--- config.mk ---
export PLATFORM = sky130hd
export DESIGN_NAME = fxalu_post
export DESIGN_NICKNAME = d
export VERILOG_FILES = /design/src/fixed_point_alu_unit_assert.svh /design/src/fxalu_pkg.sv /design/src/fxalu_post.sv
export SDC_FILE = /design/constraint.sdc
export NUM_CORES = 1
export LEC_CHECK = 0
export ABC_AREA = 1
export BUFFER_PORTS_ARGS = -buffer_cell sky130_fd_sc_hd__buf_2
export CAP_MARGIN = 20
export CORE_ASPECT_RATIO = 1.4
export CORE_MARGIN = 5
export CORE_UTILIZATION = 49
export DETAILED_ROUTE_END_ITERATION = 16
export GPL_TIMING_DRIVEN = 0
export PLACE_DENSITY_LB_ADDON = 0.05
export RECOVER_POWER = 50
export SYNTH_ARGS = -nofsm -noshare
export SYNTH_HDL_FRONTEND = slang
export SYNTH_SLANG_ARGS = --single-unit
--- constraint.sdc ---
create_clock -name vclk -period 2.3
set_clock_uncertainty 0.15 [all_clocks]
set_input_delay 0.46 -clock vclk [all_inputs]
set_output_delay 0.46 -clock vclk [all_outputs]
set_load 0.01 [all_outputs]
--- src/fixed_point_alu_unit_assert.svh ---
// Assertion macros shared by the fixed-point ALU RTL.
`ifndef FIXED_POINT_ALU_UNIT_ASSERT_SVH
`define FIXED_POINT_ALU_UNIT_ASSERT_SVH

// Check that the consequent holds in the same cycle as the antecedent.
`define FXALU_ASSERT_IMP(label, ck, rn, ante, cons) \
    label: assert property (@(posedge ck) disable iff (!rn) (ante) |-> (cons)) \
        else $error("fixed_point_alu_unit: same-cycle check failed");

// Check that the consequent holds in the cycle after the antecedent.
`define FXALU_ASSERT_NXT(label, ck, rn, ante, cons) \
    label: assert property (@(posedge ck) disable iff (!rn) (ante) |=> (cons)) \
        else $error("fixed_point_alu_unit: next-cycle check failed");

`endif

--- src/fxalu_pkg.sv ---
// Shared types, command codes and defaults of the fixed-point ALU.
`timescale 1ns / 1ps

package fxalu_pkg;

    localparam int FRAC_BITS_DEF  = 8;
    localparam int WORD_WIDTH_DEF = 32;
    localparam int CMD_W          = 4;

    typedef enum logic [CMD_W-1:0] {
        CMD_ADD      = 4'd0,
        CMD_SUB      = 4'd1,
        CMD_MUL      = 4'd2,
        CMD_DIV      = 4'd3,
        CMD_MIN      = 4'd4,
        CMD_MAX      = 4'd5,
        CMD_INC      = 4'd6,
        CMD_DEC      = 4'd7,
        CMD_FROM_INT = 4'd8,
        CMD_TO_INT   = 4'd9
    } cmd_t;

    // How the cell chain treats a beat.
    typedef enum logic [1:0] {
        KIND_PLAIN = 2'd0,
        KIND_MUL   = 2'd1,
        KIND_DIV   = 2'd2
    } kind_t;

    // Control and flags that travel with every beat.
    typedef struct packed {
        logic  valid;
        kind_t kind;
        logic  neg;
        logic  gt;
        logic  lt;
        logic  eq;
        logic  dz;
    } ctl_t;

endpackage

--- src/fxalu_post.sv ---
// Final sign fix and result selection at the end of the cell chain.
`timescale 1ns / 1ps

module fxalu_post #(
    parameter int WORD_WIDTH = fxalu_pkg::WORD_WIDTH_DEF,
    parameter int FRAC_BITS  = fxalu_pkg::FRAC_BITS_DEF
) (
    input  fxalu_pkg::ctl_t                  ctl,
    input  logic [WORD_WIDTH+FRAC_BITS-1:0]  shreg,
    input  logic [WORD_WIDTH+FRAC_BITS-1:0]  acc,
    input  logic [WORD_WIDTH-1:0]            plain,
    output logic [WORD_WIDTH-1:0]            result
);
    import fxalu_pkg::*;

    localparam int N = WORD_WIDTH + FRAC_BITS;

    logic [N-1:0]          prod;
    logic [WORD_WIDTH-1:0] quo;

    // Apply the sign to product and quotient
    always_comb
    begin
        prod = ctl.neg ? N'(-acc) : acc;
        quo  = ctl.neg ? WORD_WIDTH'(-shreg[WORD_WIDTH-1:0]) : shreg[WORD_WIDTH-1:0];
    end

    // Select the result of this beat
    always_comb
    begin
        unique case (ctl.kind)
            KIND_MUL: result = prod[N-1:FRAC_BITS];
            KIND_DIV: result = quo;
            default:  result = plain;
        endcase
    end

endmodule

==> flow_summary.toml <==
[run_status]
outcome = "finished, violations left"
violations = "negative setup slack"

[grt]
grt_overflow = 0
grt_pass1_wl_um = 20600
antenna_found_initial = 0
grt_max_degree = 11
grt_pass1_vias = 4669
track_usage_pct = 31.5

[final_layout]
utilization_pct = 74.5
final_common_cell = "nand2_1"
antenna_cells = 0
seq_area_um2 = 0
drive_gt1_share_pct = 42.1
areaGrowthSynthToFinish_pct = 50.7
n_clock_buffer = 0
nNetsFinal = 919
seq_cells = 0
layout_common_cells = "191 x nand2_1, 136 x buf_2, 82 x nand3_1"

[sta]
setup_violations = 25
holdWs_ns = 1.04
tightest_slew_ns = 0.312
finalHoldViolCount = 0
finalSetupTns_ns = -2.79
rsz0062_at_grt = "yes"
fmax_ghz = 0.403
post-route-period-util_pct = 108
min_period_ns = 2.48
slew_headroom_pct = 79.0
slew_violations = 0
setup_ws_ns = -0.179

[critical_path]
cp_slowest_cell = "ha_4"
critical-path-max-stage-delay_ns = 0.14
cp.arrival_ns = 1.87
cp_cell_sequence = "buf_8 -> inv_6 -> ha_4 -> nand3_4 -> nor2_4 -> nand3_4 -> nand2_4 -> buf_12 -> buf_12 -> nand2_4 -> nand2_2 -> nand3_2 -> nand2_2 -> nand2_1 -> nand2_1 -> buf_2"
crit_buf_inv = 5
critPathLaunchType = "input pin"
crit_fanout = 5
critPathTopFamily = "simple AND/OR/NAND/NOR gates"
worstSetupEndpointType = "output port"
required_ns = 1.69
path_class = "in2out"
worstSetupStartpoint = "shreg[0]"

[yosys]
ys_seq_area_share_pct = 0
syn-mean-instance-area_um2 = 4.78
yosysUniqueCellTypes = 37
yosysWarningCount = 0
synth_cells = 634
postSynthNetCount = 757
netlist_area_um2 = 3030

[power]
p_per_area_nw_per_um2 = 191
power.total_mw = 0.869
peakVddDrop_mv = 0.153
total_leakage_power_nw = 2.32

[routing]
wl_met3_um = 1270
dr.pass1.iters = 5
wl_met2_um = 6760
drt-total-wl_um = 13700
num_vias = 4938
drt-met1-wl_um = 4860
viasPerCell = 5.70
drt_iter0_markers = 324
post_drt_wl_per_cell_um = 15.8
maxUsedRoutingLayer = "met4"
drtAntennaViolNets = 0
drcViolationCount = 0

[die]
die_area_um2 = 7870
die-height_um = 103
row_count = 34
core_um2 = 6130
fp.dieW_um = 76.4
ioPinCount = 152
initial_core_util_pct = 49.4

[hold_path]
hp-class = "in2out"
min_to = "result[26]"
min_from = "plain[26]"
hold_path_depth = 4

[place]
dp_hpwl_um = 10400
gp_congestion = 0.943
port_buffers = 139

[clock_tree]
hold_buffers = 0

[job]
maxCapViolations = 0
-- final cells by class --
cell class,count,area (um2)
Timing Repair Buffer,161,930
Inverter,78,312
Multi-Input combinational cell,534,3040
Buffer,21,186
Tap cell,72,90.1
Fill cell,545,1560
-- power by group --
part           internal (mW)  switching [mW]  total, mW
Sequential                 0               0          0
Clock                      0               0          0
Combinational          0.338           0.531      0.869
Total                  0.338           0.531      0.869
-- how the worst max path moves through the flow --
stage | endpoint | slack (ns) | cells after the start
final | result[20] | -0.18 | 16
after floorplan | result[2] | 0.10 | 7
after global placement | result[30] | -0.32 | 14
after detailed placement | result[30] | -0.35 | 14
after global routing | result[26] | -0.29 | 16
after CTS | result[30] | -0.16 | 15
-- repair_timing --
action	CTS	global route
setup buffers	13	9
endpoints found under the hold margin	0	0
gates cloned	1	0
endpoints found under the setup margin	32	32
resized for setup	66	103
pin swaps	24	54
-- cells by family (layout without fill, tap and decap cells) --
group / count (synthesis) / count (layout) / share of synthesized area (%)
AO/OA/AOI/OAI: 69 / 69 / 13.4
AND/OR/NAND/NOR: 462 / 462 / 70.7
buffers and inverters: 100 / 260 / 14.6
adder cells (fa/ha/maj): 3 / 3 / 1.24
-- synth_stat cells (6+ instances only) --
master | count | share of area, %
nand2_1 | 212 | 26
nand3_1 | 100 | 17
nor2_1 | 79 | 9.8
inv_1 | 66 | 8.2
o21ai_0 | 24 | 4.0
a21oi_1 | 22 | 3.6
nand2_2 | 16 | 3.3
nor2_2 | 13 | 2.7
inv_2 | 12 | 1.5
buf_2 | 11 | 1.8
nand3_2 | 11 | 3.6
nand4_1 | 11 | 2.3
a31oi_1 | 6 | 1.2
-- metal layers --
| layer | GRT usage (%) | vias up |
|---|---|---|
| met2 | 60.1 | 310 |
| met5 | 0 | - |
| met4 | 16.8 | 0 |
| li1 | - | 2382 |
| met3 | 3.32 | 69 |
| met1 | 34.1 | 2177 |
-- metrics by stage --
stage	setup WS, ns	std cells	area [um2]
after global routing	-0.293	866	4560
after global placement	-0.324	845	3810
after detailed placement	-0.354	845	3810
after CTS	-0.164	858	4170
after floorplan	0.103	634	3030
final	-0.179	866	4560
Power figures use the tool's default switching activity.
