`src/fixed_point_alu_unit_assert.svh`:
```
// Assertion macros shared by the fixed-point ALU RTL.
`ifndef FIXED_POINT_ALU_UNIT_ASSERT_SVH
`define FIXED_POINT_ALU_UNIT_ASSERT_SVH

// Check that the consequent holds in the same cycle as the antecedent.
`define FXALU_ASSERT_IMP(label, ck, rn, ante, cons) \
    label: assert property (@(posedge ck) disable iff (!rn) (ante) |-> (cons)) \
        else $error("fixed_point_alu_unit: same-cycle check failed");

// Check that the consequent holds in the cycle after the antecedent.
`define FXALU_ASSERT_NXT(label, ck, rn, ante, cons) \
    label: assert property (@(posedge ck) disable iff (!rn) (ante) |=> (cons)) \
        else $error("fixed_point_alu_unit: next-cycle check failed");

`endif

```
`src/fxalu_pkg.sv`:
```
// Shared types, command codes and defaults of the fixed-point ALU.
`timescale 1ns / 1ps

package fxalu_pkg;

    localparam int FRAC_BITS_DEF  = 8;
    localparam int WORD_WIDTH_DEF = 32;
    localparam int CMD_W          = 4;

    typedef enum logic [CMD_W-1:0] {
        CMD_ADD      = 4'd0,
        CMD_SUB      = 4'd1,
        CMD_MUL      = 4'd2,
        CMD_DIV      = 4'd3,
        CMD_MIN      = 4'd4,
        CMD_MAX      = 4'd5,
        CMD_INC      = 4'd6,
        CMD_DEC      = 4'd7,
        CMD_FROM_INT = 4'd8,
        CMD_TO_INT   = 4'd9
    } cmd_t;

    // How the cell chain treats a beat.
    typedef enum logic [1:0] {
        KIND_PLAIN = 2'd0,
        KIND_MUL   = 2'd1,
        KIND_DIV   = 2'd2
    } kind_t;

    // Control and flags that travel with every beat.
    typedef struct packed {
        logic  valid;
        kind_t kind;
        logic  neg;
        logic  gt;
        logic  lt;
        logic  eq;
        logic  dz;
    } ctl_t;

endpackage

```
`src/fxalu_cell.sv`:
```
// One registered cell: one shift-add multiply step, one restoring divide step, or a plain pass-through.
`timescale 1ns / 1ps

module fxalu_cell #(
    parameter int WORD_WIDTH = fxalu_pkg::WORD_WIDTH_DEF,
    parameter int FRAC_BITS  = fxalu_pkg::FRAC_BITS_DEF
) (
    input  logic                             clk,
    input  logic                             rst_n,
    input  logic                             en,
    input  fxalu_pkg::ctl_t                  ctl_in,
    input  logic [WORD_WIDTH+FRAC_BITS-1:0]  shreg_in,
    input  logic [WORD_WIDTH+FRAC_BITS-1:0]  acc_in,
    input  logic [WORD_WIDTH-1:0]            m_in,
    input  logic [WORD_WIDTH-1:0]            plain_in,
    output fxalu_pkg::ctl_t                  ctl_out,
    output logic [WORD_WIDTH+FRAC_BITS-1:0]  shreg_out,
    output logic [WORD_WIDTH+FRAC_BITS-1:0]  acc_out,
    output logic [WORD_WIDTH-1:0]            m_out,
    output logic [WORD_WIDTH-1:0]            plain_out
);
    import fxalu_pkg::*;

    localparam int N = WORD_WIDTH + FRAC_BITS;

    ctl_t                  ctl_reg;
    logic [N-1:0]          shreg_reg;
    logic [N-1:0]          shreg_next;
    logic [N-1:0]          acc_reg;
    logic [N-1:0]          acc_next;
    logic [WORD_WIDTH-1:0] m_reg;
    logic [WORD_WIDTH-1:0] plain_reg;
    logic                  top;
    logic [WORD_WIDTH:0]   trial;

    // Step: shift the top bit out, then add the multiplicand or try the divisor
    always_comb
    begin
        top        = shreg_in[N-1];
        trial      = {acc_in[WORD_WIDTH-1:0], top} - {1'b0, m_in};
        shreg_next = shreg_in;
        acc_next   = acc_in;
        unique case (ctl_in.kind)
            KIND_MUL:
            begin
                shreg_next = {shreg_in[N-2:0], 1'b0};
                acc_next   = {acc_in[N-2:0], 1'b0} +
                             (top ? {{FRAC_BITS{1'b0}}, m_in} : {N{1'b0}});
            end
            KIND_DIV:
            begin
                if (!trial[WORD_WIDTH])
                begin
                    shreg_next = {shreg_in[N-2:0], 1'b1};
                    acc_next   = {{FRAC_BITS{1'b0}}, trial[WORD_WIDTH-1:0]};
                end
                else
                begin
                    shreg_next = {shreg_in[N-2:0], 1'b0};
                    acc_next   = {{FRAC_BITS{1'b0}}, acc_in[WORD_WIDTH-2:0], top};
                end
            end
            default:
            begin
                shreg_next = shreg_in;
                acc_next   = acc_in;
            end
        endcase
    end

    // Hold control in a reset register
    always_ff @(posedge clk or negedge rst_n)
    begin
        if (!rst_n)
        begin
            ctl_reg <= '0;
        end
        else if (en)
        begin
            ctl_reg <= ctl_in;
        end
    end

    // Advance the payload
    always_ff @(posedge clk)
    begin
        if (en)
        begin
            shreg_reg <= shreg_next;
            acc_reg   <= acc_next;
            m_reg     <= m_in;
            plain_reg <= plain_in;
        end
    end

    assign ctl_out   = ctl_reg;
    assign shreg_out = shreg_reg;
    assign acc_out   = acc_reg;
    assign m_out     = m_reg;
    assign plain_out = plain_reg;

endmodule

```
`config.mk`:
```
export PLATFORM = sky130hd
export DESIGN_NAME = fxalu_cell
export DESIGN_NICKNAME = d
export VERILOG_FILES = /design/src/fixed_point_alu_unit_assert.svh /design/src/fxalu_pkg.sv /design/src/fxalu_cell.sv
export SDC_FILE = /design/constraint.sdc
export NUM_CORES = 1
export LEC_CHECK = 0
export ABC_AREA = 1
export BUFFER_PORTS_ARGS = -buffer_cell sky130_fd_sc_hd__buf_2
export CORE_UTILIZATION = 45
export DETAILED_ROUTE_END_ITERATION = 8
export GPL_TIMING_DRIVEN = 0
export PLACE_DENSITY = 0.67
export SLEW_MARGIN = 0
export SYNTH_ARGS = -nofsm -noshare
export SYNTH_HDL_FRONTEND = slang
export SYNTH_SLANG_ARGS = --single-unit
```
`constraint.sdc`:
```
create_clock -name clk -period 0.9 [get_ports clk]
set_input_delay 0.135 -clock clk [delete_from_list [all_inputs] [get_ports clk]]
set_output_delay 0.135 -clock clk [all_outputs]
set_load 0.03 [all_outputs]
```
==> flow_results.org <==
** STA
- Setup repair after global routing could not meet its margin everywhere.
- Highest Clock Rate :: 493 MHz
- Worst-case clock skew :: 0 ps
- The number of failing hold endpoints at the final stage came to 0.
- Measured slew at the worst slew-check pin :: 853 ps
- After layout, the minimum clock period comes to 2030 ps.
- The tightest hold path in the finished design has a slack of 2.49 ps.
- Of the available clock period, the critical path in the final layout requires 225%.
- Max-slew violation total from the final report :: 0
- Smallest setup slack after layout :: -1130 ps
- Total negative slack for setup checks :: -76460 ps
- Setup Viol. Count Final :: 194
- The worst pin sits at a relative slew slack of 43.1%.

** Synth
- In the synthesized netlist the dominant register cell turns out to be edfxtp_1.
- Number of distinct library cells after synthesis :: 43
- The Yosys step of the flow raised 0 warnings.
- Summing every instance area after synthesis gives 11900 µm².
- Dominant cells by area after synthesis :: edfxtp_1 (36%), nand2_1 (19%), inv_1 (9.9%), ha_1 (6.9%), nand3_1 (5.4%)
- The largest total area in the synthesized netlist belongs to edfxtp_1.
- Yosys mapped a number of flops with a built-in enable equal to 144.
- Count of mapped cells out of synthesis :: 1693
- Share of Yosys cell area claimed by the top area cell type :: 36.2%
- Per-instance average area after synthesis :: 7.05 µm²
- Flop and latch count out of synthesis :: 152
- Sequential-to-total area share from yosys stat :: 37.9%
- Of all flip-flops after synthesis, the portion carrying an async set or reset was 5.26%.
- The number of nets in the synthesized netlist is 1916.

** Die
- During I/O placement, the number of pins put on the boundary was 307.
- The floorplan step defined a die boundary enclosing 27200 µm².
- Chip width :: 165 µm
- Initial standard-cell utilization of the core :: 45.8%
- Measured along the y axis, the die boundary spans 165 µm.
- After floorplanning, the core was divided into 59 placement rows.
- Area of the core region :: 26100 µm²

** Critical path
- Kind of launch point of the worst setup path :: input port
- CP bufs+invs :: 5
- In this design, the largest share of critical-path delay is due to simple AND/OR/NAND/NOR gates.
- Element type at the critical path end :: flop
- Walking the worst path, the cells encountered are buf_12, inv_8, ha_4, fa_2, inv_2, nand2_2, nand2_2, nand3_2, nand2_4, nand2_4, nand2_4, nand2_4, buf_4, nand3_4, nand2_8, buf_6, nand2_2, o21ai_2, nand2_1, nand3_2.
- CP Max Fanout :: 7
- Data on the critical path arrives at its endpoint at 2210 ps.
- Category of the critical setup timing path :: in -> reg
- Critical Path Max Stage Delay :: 360 ps
- Top cell by count, worst path :: nand2_4
- Data required time at the worst endpoint :: 1090 ps
- On the critical path, the stage with the largest delay is an instance of fa_2.

** GRT
- Antenna violations before repair :: 1
- Wire length of the first global-routing pass :: 68400 µm
- The number of global-route vias before repair came to 12700.
- For this run, the total global-route usage over all layers was measured as 33.8%.
- Global routing finished with a remaining overflow of 0.
- Entering global routing, the biggest net connects 51 pins.

** Detailed routing
- DR pass1 iterations :: 5
- Metal3 WL :: 3460 µm
- For this run, design rule violations remaining after detail routing come to 0.
- Wires add up to 47900 µm.
- For this block, the initial DRC count from the detailed router was 1137.
- Detailed-routing wirelength on met1 :: 19000 µm
- Count of nets left with antenna violations after detail routing :: 0
- In the detailed route, the total length drawn on met2 is 23800 µm.
- Overall via count from detail_route :: 13300
- Top layer reached by signal wires :: met4
- After detailed routing, the number of vias per cell comes to 5.22.
- WL per Instance :: 18.8 µm

** Pwr
- Net switching is 38.4% of the power.
- VDD sags by at most 0.00103 V.
- Combinational fraction of design power :: 40.0%
- Dividing total power by cell area gives a power density of 1460 nW/µm².
- Cell internal power was estimated by the tool at 17.3 mW.
- The completed layout was analyzed and its total power is 28.0 mW.
- Of the total power, registers draw 31.9%.
- The analysis attributes to net switching a power of 10.7 mW.
- Part of the power in the clock network :: 28.1%
- Lkg Pwr :: 9.51 nW

** Clock tree
- TritonCTS clock tree :: done
- In this run the deepest clock path goes through 2 buffers.
- Worst-path clk slew :: 80 ps
- Clock buffer count from CTS :: 17
- Count of clock tree sinks :: 152
- H-Tree Depth :: 4
- The later pin in the worst-skew pair is clocked with a latency of 440 ps.
- Clock tree synthesis selected as its root buffer the cell clkbuf_16.

** Layout
- For this run, the post-layout net count is 2424.
- In the final layout, the share of cells above drive strength 1 is 36.3%.
- Area added between synthesis and finish :: 61.0%
- Leaving out filler cells and counting taps, the final layout contains 2550.

** Place
- After legalization and detailed placement, the total HPWL measured 33100 µm.
- Total of buffers placed on input and output ports :: 305
- Weighted congestion reported at the end of routability-driven placement :: 0.937
- Including well taps, the total number of placed cells is 2334.

** Flow run
- Across the run, the number of max-cap violations was 0.

** Status
- The checks that failed: negative setup slack.
- The run finished, with violations left.

** Hold path
- Classification of the worst-slack hold path :: in -> reg
-- kinds of logic (layout without fill, tap and decap cells) --
logic type / Yosys count / in the layout / synth area share (%)
adders and majority gates: 68 / 68 / 7.25
other: 0 / 1 / 0
DFF: 152 / 152 / 37.9
muxes: 6 / 6 / 0.566
buffers and inverters: 359 / 880 / 11.7
AOI/OAI and AO/OA: 158 / 158 / 7.61
and+or+nand+nor: 932 / 932 / 33.6
xor gates and xnor gates: 18 / 18 / 1.32
-- per-stage QoR --
step / cell area [µm²] / setup WS (ps) / utilization [%]
2_1_floorplan: 12700 / -1290 / -
6_report: 19200 / -1130 / 73.7
4_1_cts: 18600 / -1250 / 71.3
3_5_place_dp: 14700 / -1990 / 56.3
3_3_place_gp: 14600 / -2600 / 56.1
5_1_grt: 19200 / -1200 / 73.7
-- path summary, 6_finish.rpt --
path	from	end	slack, ps	cells after the start
setup reg to reg	ctl_out[7]	ctl_out[7]	0	2
hold / removal	en	acc_out[28]	2	1
max in group asynchronous	rst_n	ctl_out[2]	660	2
hold reg to reg	ctl_out[4]	ctl_out[4]	530	1
setup / recovery	shreg_in[39]	acc_out[0]	-1130	20
min in group asynchronous	rst_n	ctl_out[1]	70	2
-- Yosys cell counts (all sizes together) (8+ instances only) --
master and number:
xor2 8, nand3b 10, nor2 130, nor3 10, dfrtp 8, xnor2 10, a21oi 95, nand4 14
edfxtp 144, buf 10, nand3 141, inv 324, clkbuf 25, ha 66, nand2 620, o21ai 38
o21bai 15
-- cells in the final DEF (no fill, tap or decap), drive strengths merged --
cell type	count
nand4	14
nand3	141
clkbuf	38
a21o	2
nor3	10
a22oi	1
nand2	620
edfxtp	144
or2	1
dlygate4sd3	111
o21ai	38
bufinv	1
and2	5
o22ai	4
nor3b	1
nor2	130
xnor2	10
o21a	1
diode	1
inv	331
nand3b	10
clkinv	7
fa	2
buf	390
bufbuf	2
a21oi	95
ha	66
o21bai	15
o211ai	2
dfrtp	8
xor2	8
mux2	6
-- flip-flops by register name, summed over array words and instances, names as in the netlist --
signal     cells
acc_out       40
ctl_out        8
m_out         32
plain_out     32
shreg_out     40
-- cell type report --
type / count / area, µm²
Fill cell: 1975 / 6840
Sequential cell: 152 / 4520
Clock buffer: 17 / 425
Timing Repair Buffer: 493 / 4420
Multi-Input combinational cell: 1182 / 7620
Inverter: 324 / 1250
Tap cell: 335 / 419
Antenna cell: 1 / 2.50
Buffer: 31 / 355
Clock inverter: 15 / 200
-- worst reg2reg max path, stage by stage (launching register included) --
cell     delay [ps]
dfrtp_1         410
buf_6           130
mux2_4          260
-- metal layers --
layer | vias to the layer above | GRT usage, %
met1 | 6251 | 41.8
li1 | 6386 | -
met4 | 0 | 12.6
met3 | 113 | 5.27
met2 | 569 | 59.0
met5 | - | 0
-- power by group through the flow --
stage / combinational, mW / sequential [mW] / clock, mW
final: 11.2 / 8.95 / 7.87
after global routing: 11.9 / 9.01 / 8.11
after CTS: 10.5 / 8.92 / 7.86
after detailed placement: 8.24 / 8.90 / 0
after global placement: 8.15 / 8.90 / 0
after floorplan: 4.09 / 10.4 / 0
-- what timing repair did --
item / in CTS / in global routing
gates cloned: 4 / 1
endpoints found under the hold margin: 117 / 0
hold buffers: 111 / 0
gates resized for setup: 473 / 134
pin swaps: 69 / 36
endpoints found under the setup margin: 303 / 235
setup buffers: 53 / 20
Note: power is estimated with default switching activity, not from simulation.
