==> src/fixed_point_alu_unit_assert.svh <==
// Assertion macros shared by the fixed-point ALU RTL.
`ifndef FIXED_POINT_ALU_UNIT_ASSERT_SVH
`define FIXED_POINT_ALU_UNIT_ASSERT_SVH

// Check that the consequent holds in the same cycle as the antecedent.
`define FXALU_ASSERT_IMP(label, ck, rn, ante, cons) \
    label: assert property (@(posedge ck) disable iff (!rn) (ante) |-> (cons)) \
        else $error("fixed_point_alu_unit: same-cycle check failed");

// Check that the consequent holds in the cycle after the antecedent.
`define FXALU_ASSERT_NXT(label, ck, rn, ante, cons) \
    label: assert property (@(posedge ck) disable iff (!rn) (ante) |=> (cons)) \
        else $error("fixed_point_alu_unit: next-cycle check failed");

`endif

==> src/fxalu_pkg.sv <==
// Shared types, command codes and defaults of the fixed-point ALU.
`timescale 1ns / 1ps

package fxalu_pkg;

    localparam int FRAC_BITS_DEF  = 8;
    localparam int WORD_WIDTH_DEF = 32;
    localparam int CMD_W          = 4;

    typedef enum logic [CMD_W-1:0] {
        CMD_ADD      = 4'd0,
        CMD_SUB      = 4'd1,
        CMD_MUL      = 4'd2,
        CMD_DIV      = 4'd3,
        CMD_MIN      = 4'd4,
        CMD_MAX      = 4'd5,
        CMD_INC      = 4'd6,
        CMD_DEC      = 4'd7,
        CMD_FROM_INT = 4'd8,
        CMD_TO_INT   = 4'd9
    } cmd_t;

    // How the cell chain treats a beat.
    typedef enum logic [1:0] {
        KIND_PLAIN = 2'd0,
        KIND_MUL   = 2'd1,
        KIND_DIV   = 2'd2
    } kind_t;

    // Control and flags that travel with every beat.
    typedef struct packed {
        logic  valid;
        kind_t kind;
        logic  neg;
        logic  gt;
        logic  lt;
        logic  eq;
        logic  dz;
    } ctl_t;

endpackage

==> src/fxalu_prep.sv <==
// Operand decode: flags, single-step results and chain setup for mul and div.
`timescale 1ns / 1ps

module fxalu_prep #(
    parameter int WORD_WIDTH = fxalu_pkg::WORD_WIDTH_DEF,
    parameter int FRAC_BITS  = fxalu_pkg::FRAC_BITS_DEF
) (
    input  logic                                 in_valid,
    input  logic [fxalu_pkg::CMD_W-1:0]          command,
    input  logic signed [WORD_WIDTH-1:0]         operand_a,
    input  logic signed [WORD_WIDTH-1:0]         operand_b,
    output fxalu_pkg::ctl_t                      ctl,
    output logic [WORD_WIDTH+FRAC_BITS-1:0]      shreg,
    output logic [WORD_WIDTH-1:0]                m,
    output logic [WORD_WIDTH-1:0]                plain
);
    import fxalu_pkg::*;

    logic [WORD_WIDTH-1:0] mag_a;
    logic [WORD_WIDTH-1:0] mag_b;
    logic                  gt;
    logic                  lt;

    // Take magnitudes and compare the operands as signed words
    always_comb
    begin
        mag_a = operand_a[WORD_WIDTH-1] ? WORD_WIDTH'(-operand_a) : WORD_WIDTH'(operand_a);
        mag_b = operand_b[WORD_WIDTH-1] ? WORD_WIDTH'(-operand_b) : WORD_WIDTH'(operand_b);
        gt    = operand_a > operand_b;
        lt    = operand_a < operand_b;
    end

    // Decode the command
    always_comb
    begin
        ctl.valid = in_valid;
        ctl.kind  = KIND_PLAIN;
        ctl.neg   = operand_a[WORD_WIDTH-1] ^ operand_b[WORD_WIDTH-1];
        ctl.gt    = gt;
        ctl.lt    = lt;
        ctl.eq    = !gt && !lt;
        ctl.dz    = 1'b0;
        shreg     = '0;
        m         = '0;
        plain     = '0;
        unique case (cmd_t'(command))
            CMD_ADD:      plain = WORD_WIDTH'(operand_a + operand_b);
            CMD_SUB:      plain = WORD_WIDTH'(operand_a - operand_b);
            CMD_MUL:
            begin
                ctl.kind = KIND_MUL;
                shreg    = {{FRAC_BITS{1'b0}}, mag_b};
                m        = mag_a;
            end
            CMD_DIV:
            begin
                if (operand_b == '0)
                begin
                    ctl.dz = 1'b1;
                end
                else
                begin
                    ctl.kind = KIND_DIV;
                    shreg    = {mag_a, {FRAC_BITS{1'b0}}};
                    m        = mag_b;
                end
            end
            CMD_MIN:      plain = lt ? operand_a : operand_b;
            CMD_MAX:      plain = gt ? operand_a : operand_b;
            CMD_INC:      plain = WORD_WIDTH'(operand_a + WORD_WIDTH'(1));
            CMD_DEC:      plain = WORD_WIDTH'(operand_a - WORD_WIDTH'(1));
            CMD_FROM_INT: plain = WORD_WIDTH'(operand_a <<< FRAC_BITS);
            CMD_TO_INT:   plain = WORD_WIDTH'(operand_a >>> FRAC_BITS);
            default:      plain = '0;
        endcase
    end

endmodule

==> config.mk <==
export PLATFORM = sky130hd
export DESIGN_NAME = fxalu_prep
export DESIGN_NICKNAME = d
export VERILOG_FILES = /design/src/fixed_point_alu_unit_assert.svh /design/src/fxalu_pkg.sv /design/src/fxalu_prep.sv
export SDC_FILE = /design/constraint.sdc
export NUM_CORES = 1
export LEC_CHECK = 0
export ABC_AREA = 1
export BUFFER_PORTS_ARGS = -buffer_cell sky130_fd_sc_hd__buf_2
export CAP_MARGIN = 0
export CORE_MARGIN = 4
export CORE_UTILIZATION = 50
export DETAILED_ROUTE_END_ITERATION = 7
export PLACE_DENSITY = 0.79
export SLEW_MARGIN = 40
export SYNTH_ARGS = -nofsm -noshare
export SYNTH_HDL_FRONTEND = slang
export SYNTH_SLANG_ARGS = --single-unit
==> constraint.sdc <==
create_clock -name vclk -period 4.81
set_clock_uncertainty 0.1 [all_clocks]
set_input_delay 0.2405 -clock vclk [all_inputs]
set_output_delay 0.2405 -clock vclk [all_outputs]
set_load 0.05 [all_outputs]
==> impl_results.md, run 1 <==
- Setup Fix Bufs, Post-CTS: 0
- Number of I/O pins: 181
- Horiz. Die Dim: 139.9 um
- Worst setup endpoint: plain[18]
- Dpl hpwl: 36800 um
- Inserted Diodes: 0
- Failing checks: design-rule violations
- Fmax: 0.2212 GHz
- GRT Residual Overflow: 0
- Die area: 19560 um2
- Fraction of layout instances using a drive strength above 1: 0.1337
- Post-Syn Area: 8692 um2
- Commonest non-fill, non-tap cell in the layout: nand2_1
- Antenna viol nets, final: 0
- Post-Syn Instances: 1746
- CP required: 4470 ps
- Hold Vio Cnt, Final: 0
- RSZ-0062 raised after global routing: false
- Sequential-to-total area share from yosys stat: 0
- Cts hold-fix bufs: 0
- Run status: finished, violations left
- Worst setup EP type: output pin
- Register area: 0 um2
- Final period util: 0.9401
- Die H: 139.9 um
- Layout Nets: 2024
- Worst Path Arrival: 4180 ps
- GRT Util Overall: 0.4160
- Max IR drop VDD: 0.1125 mV
- Pleak: 5.358 nW
- First-pass GRT wire length: 65080 um
- Vias in the first global route: 11.39k
- Hold WC Path Type: input port to output pin
- Final slew viol count: 0
- Initial Util: 0.5168
- Core Box Area: 16820 um2
- Final cell count without fillers: 2105
- Worst setup path startpoint: operand_b[1]
- # Max-Cap Violations: 0
- Synth Warn #: 0
- DRT Wirelength: 43470 um
- Rel. slew slack: 0.4687
- Crit-path max FO: 7
- Synth unique cells: 51
- Largest net degree at the start of global routing: 48
- Number of buffers added on ports: 179
- Fin area: 9752 um2
- Syn Area/Cell: 4.978 um2
- # rows: 47
- Initial antenna violation count: 0
- P&R area growth vs syn: 12.19%
- DRC: 3
- Final setup fails: 0
- DRT Pass-1 Iters: 8
- Via Count: 12.93k
- Placed cell count: 2105
- Vias per cell: 6.142
- Total design power: 1.408 mW
- Clock buffer cells: 0
- Hold WS: 381.1 ps
- Startpoint types: input port
- Post-Syn Nets: 1883
- Wirelength per Cell: 20.65 um
- PwrDens: 144.3 nW/um2
- Most frequent cells in the layout: 489 x nand2_1, 255 x nor2_1, 210 x inv_1, 179 x buf_2, 164 x nand3_1
- Final min period: 4522 ps
- Area post-placement: 9733 um2
- Final GP Congestion: 1.153
- Flip-flop and latch count: 0
- Initial DRC Count: 2067
- Crit path kind: input port to output pin
- Worst Tran Pin Value: 795.0 ps
## what timing repair did
item,4_1_cts,5_1_grt
setup endpoints to repair,1,11
pin swaps,0,1
gates resized for setup,1,5
## through the flow
| step | TNS (ps) | util | setup WS, ps |
|---|---|---|---|
| 2_1_floorplan | 0 | - | 1130 |
| 3_3_place_gp | 0 | 0.5780 | 132.3 |
| 3_5_place_dp | -13.43 | 0.5787 | -13.43 |
| 4_1_cts | 0 | 0.5789 | 121.6 |
| 5_1_grt | 0 | 0.5798 | 26.83 |
| 6_report | 0 | 0.5798 | 288.3 |
## worst max-delay path, cell delays in order
cell,delay (ps)
buf_2,110
clkinvlp_4,150
ha_2,280
nand2_1,100
nor2_2,170
nand2_1,110
nor2_2,160
nand4_1,200
o21ai_0,190
o21ai_0,160
nand2_1,90
nand2_1,120
ha_1,390
nand2_1,110
nor2_1,150
inv_1,110
nor2_4,160
nand4_1,160
nand4_1,130
nand3_1,170
nand2_1,100
inv_1,40
o21ai_0,80
nor2_1,60
nand2_1,130
buf_2,290
## final cells by class
cell class	instances	area, um2
Timing Repair Buffer	189	970.9
Tap cell	220	275.3
Fill cell	1860	7067
Multi-Input combinational cell	1477	7680
Inverter	219	825.8
## worst min-delay path by stage
stage | startpoint | endpoint | slack [ps] | cells past startpoint
after floorplan | in_valid | ctl[7] | 550 | 1
after global placement | in_valid | ctl[7] | 380 | 0
after detailed placement | in_valid | ctl[7] | 380 | 0
after CTS | in_valid | ctl[7] | 380 | 0
after global routing | in_valid | ctl[7] | 380 | 0
final | in_valid | ctl[7] | 380 | 0
## Yosys cell counts, types with 3 or more instances
library cell,n,share of area
nand2_1,489,0.21
nor2_1,258,0.11
inv_1,212,0.092
nand3_1,164,0.094
o21ai_0,111,0.064
a21oi_1,91,0.052
ha_1,66,0.095
xor2_1,48,0.048
o22ai_1,43,0.031
clkbuf_1,35,0.015
nand4_1,32,0.023
nor3_1,31,0.018
o211ai_1,17,0.015
nor2_2,15,0.011
o21bai_1,12,0.010
nand2_2,11,0.0079
nand3b_1,11,0.0095
xnor2_1,9,0.0091
a21o_1,8,0.0069
or2_2,7,0.0050
nand2_4,6,0.0078
nor4_1,6,0.0043
buf_1,5,0.0022
inv_2,5,0.0022
a31oi_1,4,0.0029
buf_2,4,0.0023
buf_4,4,0.0035
o21ai_1,4,0.0023
nand3_2,3,0.0035
nor2_4,3,0.0039
o21a_1,3,0.0026
## logic make-up (layout without fill, tap and decap cells)
family / after synthesis / count (layout) / synth area share
AND/OR/NAND/NOR: 1050 / 1050 / 0.5260
adder cells (fa/ha/maj): 68 / 68 / 0.09961
AO/OA/AOI/OAI: 302 / 302 / 0.1968
XOR/XNOR: 57 / 57 / 0.05744
buffers and inverters: 269 / 408 / 0.1202
## report_power, final
group	internal [mW]	switching (mW)	total [mW]	leakage, nW
Combinational	0.365	1.04	1.41	5.36
Clock	0	0	0	0
Sequential	0	0	0	0
Total	0.365	1.04	1.41	5.36
## routing by layer
| metal | routed length [um] | global-route usage | vias up |
|---|---|---|---|
| li1 | - | - | 6037 |
| met1 | 16830 | 0.5811 | 5698 |
| met2 | 17800 | 0.6229 | 1035 |
| met3 | 6951 | 0.1118 | 158 |
| met4 | 1882 | 0.1270 | 0 |
| met5 | 0 | 0 | - |
Note: power is estimated with default switching activity, not from simulation.
==> run 2, diff against run 1 <==
--- a/config.mk
+++ b/config.mk
@@ -8,10 +8,13 @@
 export ABC_AREA = 1
 export BUFFER_PORTS_ARGS = -buffer_cell sky130_fd_sc_hd__buf_2
 export CAP_MARGIN = 0
+export CELL_PAD_IN_SITES_DETAIL_PLACEMENT = 0
+export CELL_PAD_IN_SITES_GLOBAL_PLACEMENT = 1
 export CORE_MARGIN = 4
-export CORE_UTILIZATION = 50
+export CORE_UTILIZATION = 41
 export DETAILED_ROUTE_END_ITERATION = 7
-export PLACE_DENSITY = 0.79
+export PLACE_DENSITY = 0.95
+export REMOVE_ABC_BUFFERS = 1
 export SLEW_MARGIN = 40
 export SYNTH_ARGS = -nofsm -noshare
 export SYNTH_HDL_FRONTEND = slang
==> run 2 against run 1 <==
  * Die area rose by 21%
  * Non-clock buffer count rose by 7
  * Final area rose by 1.2%
  * Largest power group unchanged
  * The flow now finishes without violations
  * Hold slack barely moved
  * Via count fell by 1.3%
  * Critical endpoint is now plain[27]
  * Maximum frequency barely moved
  * Power rose by 0.98%
==> impl_results.md, run 2 (synthesis results as in run 1) <==
- Worst Tran Pin Value: 869.4 ps
- Vias per cell: 5.889
- Flip-flop and latch count: 0
- PwrDens: 144.0 nW/um2
- DRT Wirelength: 45970 um
- CP max stage delay: 380 ps
- WL met2: 19120 um
- Commonest non-fill, non-tap cell in the layout: nand2_1
- Register area: 0 um2
- Largest net degree at the start of global routing: 48
- GRT Util Overall: 0.3632
- Initial antenna violation count: 0
- Crit path top cell by count: nand2_1
- Final period util: 0.9396
- Layout Nets: 2031
- Vias in the first global route: 11.53k
- # rows: 53
- Fraction of layout instances using a drive strength above 1: 0.1374
- Run status: completed
- Final GP Congestion: 1.115
- Number of I/O pins: 181
- CP required: 4470 ps
- Antenna viol nets, final: 0
- Total design power: 1.421 mW
- Logic pwr share: 1.000
- Initial Util: 0.4148
- Final min period: 4520 ps
- Worst setup EP type: output pin
- Crit-path max FO: 7
- Clock power share: 0
- GRT Residual Overflow: 0
- Setup_tns: 0 ps
- Worst Path Arrival: 4180 ps
- Number of buffers added on ports: 179
- P&R area growth vs syn: 13.56%
- DRC: 0
- Initial DRC Count: 1706
- Dpl hpwl: 39280 um
- Pleak: 5.396 nW
- Cell-internal power: 0.3693 mW
- Max IR drop VDD: 0.07382 mV
- RSZ-0062 raised after global routing: false
- DR WL met3: 6017 um
- Via Count: 12.76k
- Layout fillers: 2407
- Startpoint types: input port
- Final setup fails: 0
- Most frequent cells in the layout: 489 x nand2_1, 254 x nor2_1, 211 x inv_1, 179 x buf_2, 164 x nand3_1
- CP max stage cell: ha_1
- Inserted Diodes: 0
- Wire length on met1: 18990 um
- Die area: 23590 um2
- Clock buffer cells: 0
- Crit path kind: input port to output pin
- DRT Pass-1 Iters: 6
- Core Box Area: 20960 um2
- Final slew viol count: 0
- Switch share: 0.7402
- Wirelength per Cell: 21.21 um
- Die H: 153.6 um
- DR top layer: met4
- Psw: 1.052 mW
- Seq pwr share: 0
- # Max-Cap Violations: 0
- Hold WC Path Type: input port to output pin
- Fmax: 0.2213 GHz
- Rel. slew slack: 0.4143
- Horiz. Die Dim: 153.6 um
- Hold Vio Cnt, Final: 0
- First-pass GRT wire length: 67500 um
- Setup Fix Bufs, Post-CTS: 0
-- run 2: changes by cell type in the layout (fill, tap and decap cells not counted), sizes merged --
cell	change
buf	+7
clkinvlp	-1
inv	+1
-- run 2: worst max-delay path, delay by kind of cell --
kind,cells,cell delay [ps]
fa+ha+maj,2,630
simple gates,15,1710
compound gates,5,1110
buf+inv,3,490
-- run 2: cell type report --
cell class | instances | area [um2] | share of cell area
multi-input combinational | 1477 | 7681 | 0.7782
timing repair buffer | 196 | 1023 | 0.1037
inverter | 219 | 822.0 | 0.08328
tap | 275 | 344.1 | 0.03486
-- run 2: final timing paths --
kind | start | to | slack (ps) | cells after the start
setup / recovery | operand_b[0] | plain[27] | 290 | 25
hold / removal | in_valid | ctl[7] | 380 | 0
-- run 2: per-layer routing --
metal  vias up  global-route usage
li1       6063                   -
met1      5717              0.5145
met4         0             0.09924
met2       851              0.5684
met3       131             0.06164
met5         -                   0
-- run 2: timing repair --
| action | CTS | global route |
|---|---|---|
| setup endpoints to repair | 0 | 8 |
| hold buffers | 0 | 0 |
| gates resized for setup | 0 | 5 |
-- run 2: stage by stage --
| stage | instance area [um2] | hold slack [ps] | setup slack [ps] | instances | util |
|---|---|---|---|---|---|
| 2_1_floorplan | 8469 | 381.0 | 344.7 | 1696 | - |
| 3_3_place_gp | 9844 | 381.3 | 154.5 | 2167 | 0.4698 |
| 3_5_place_dp | 9851 | 381.3 | 218.3 | 2167 | 0.4701 |
| 4_1_cts | 9851 | 381.3 | 208.2 | 2167 | 0.4701 |
| 5_1_grt | 9871 | 381.3 | 32.73 | 2167 | 0.4710 |
| 6_report | 9871 | 381.1 | 290.3 | 2167 | 0.4710 |
-- run 2: power groups by stage --
stage               sequential (mW)  combinational (mW)  clock, mW
floorplan                         0               0.927          0
global placement                  0                1.38          0
detailed placement                0                1.37          0
CTS                               0                1.38          0
global route                      0                1.52          0
finish                            0                1.42          0
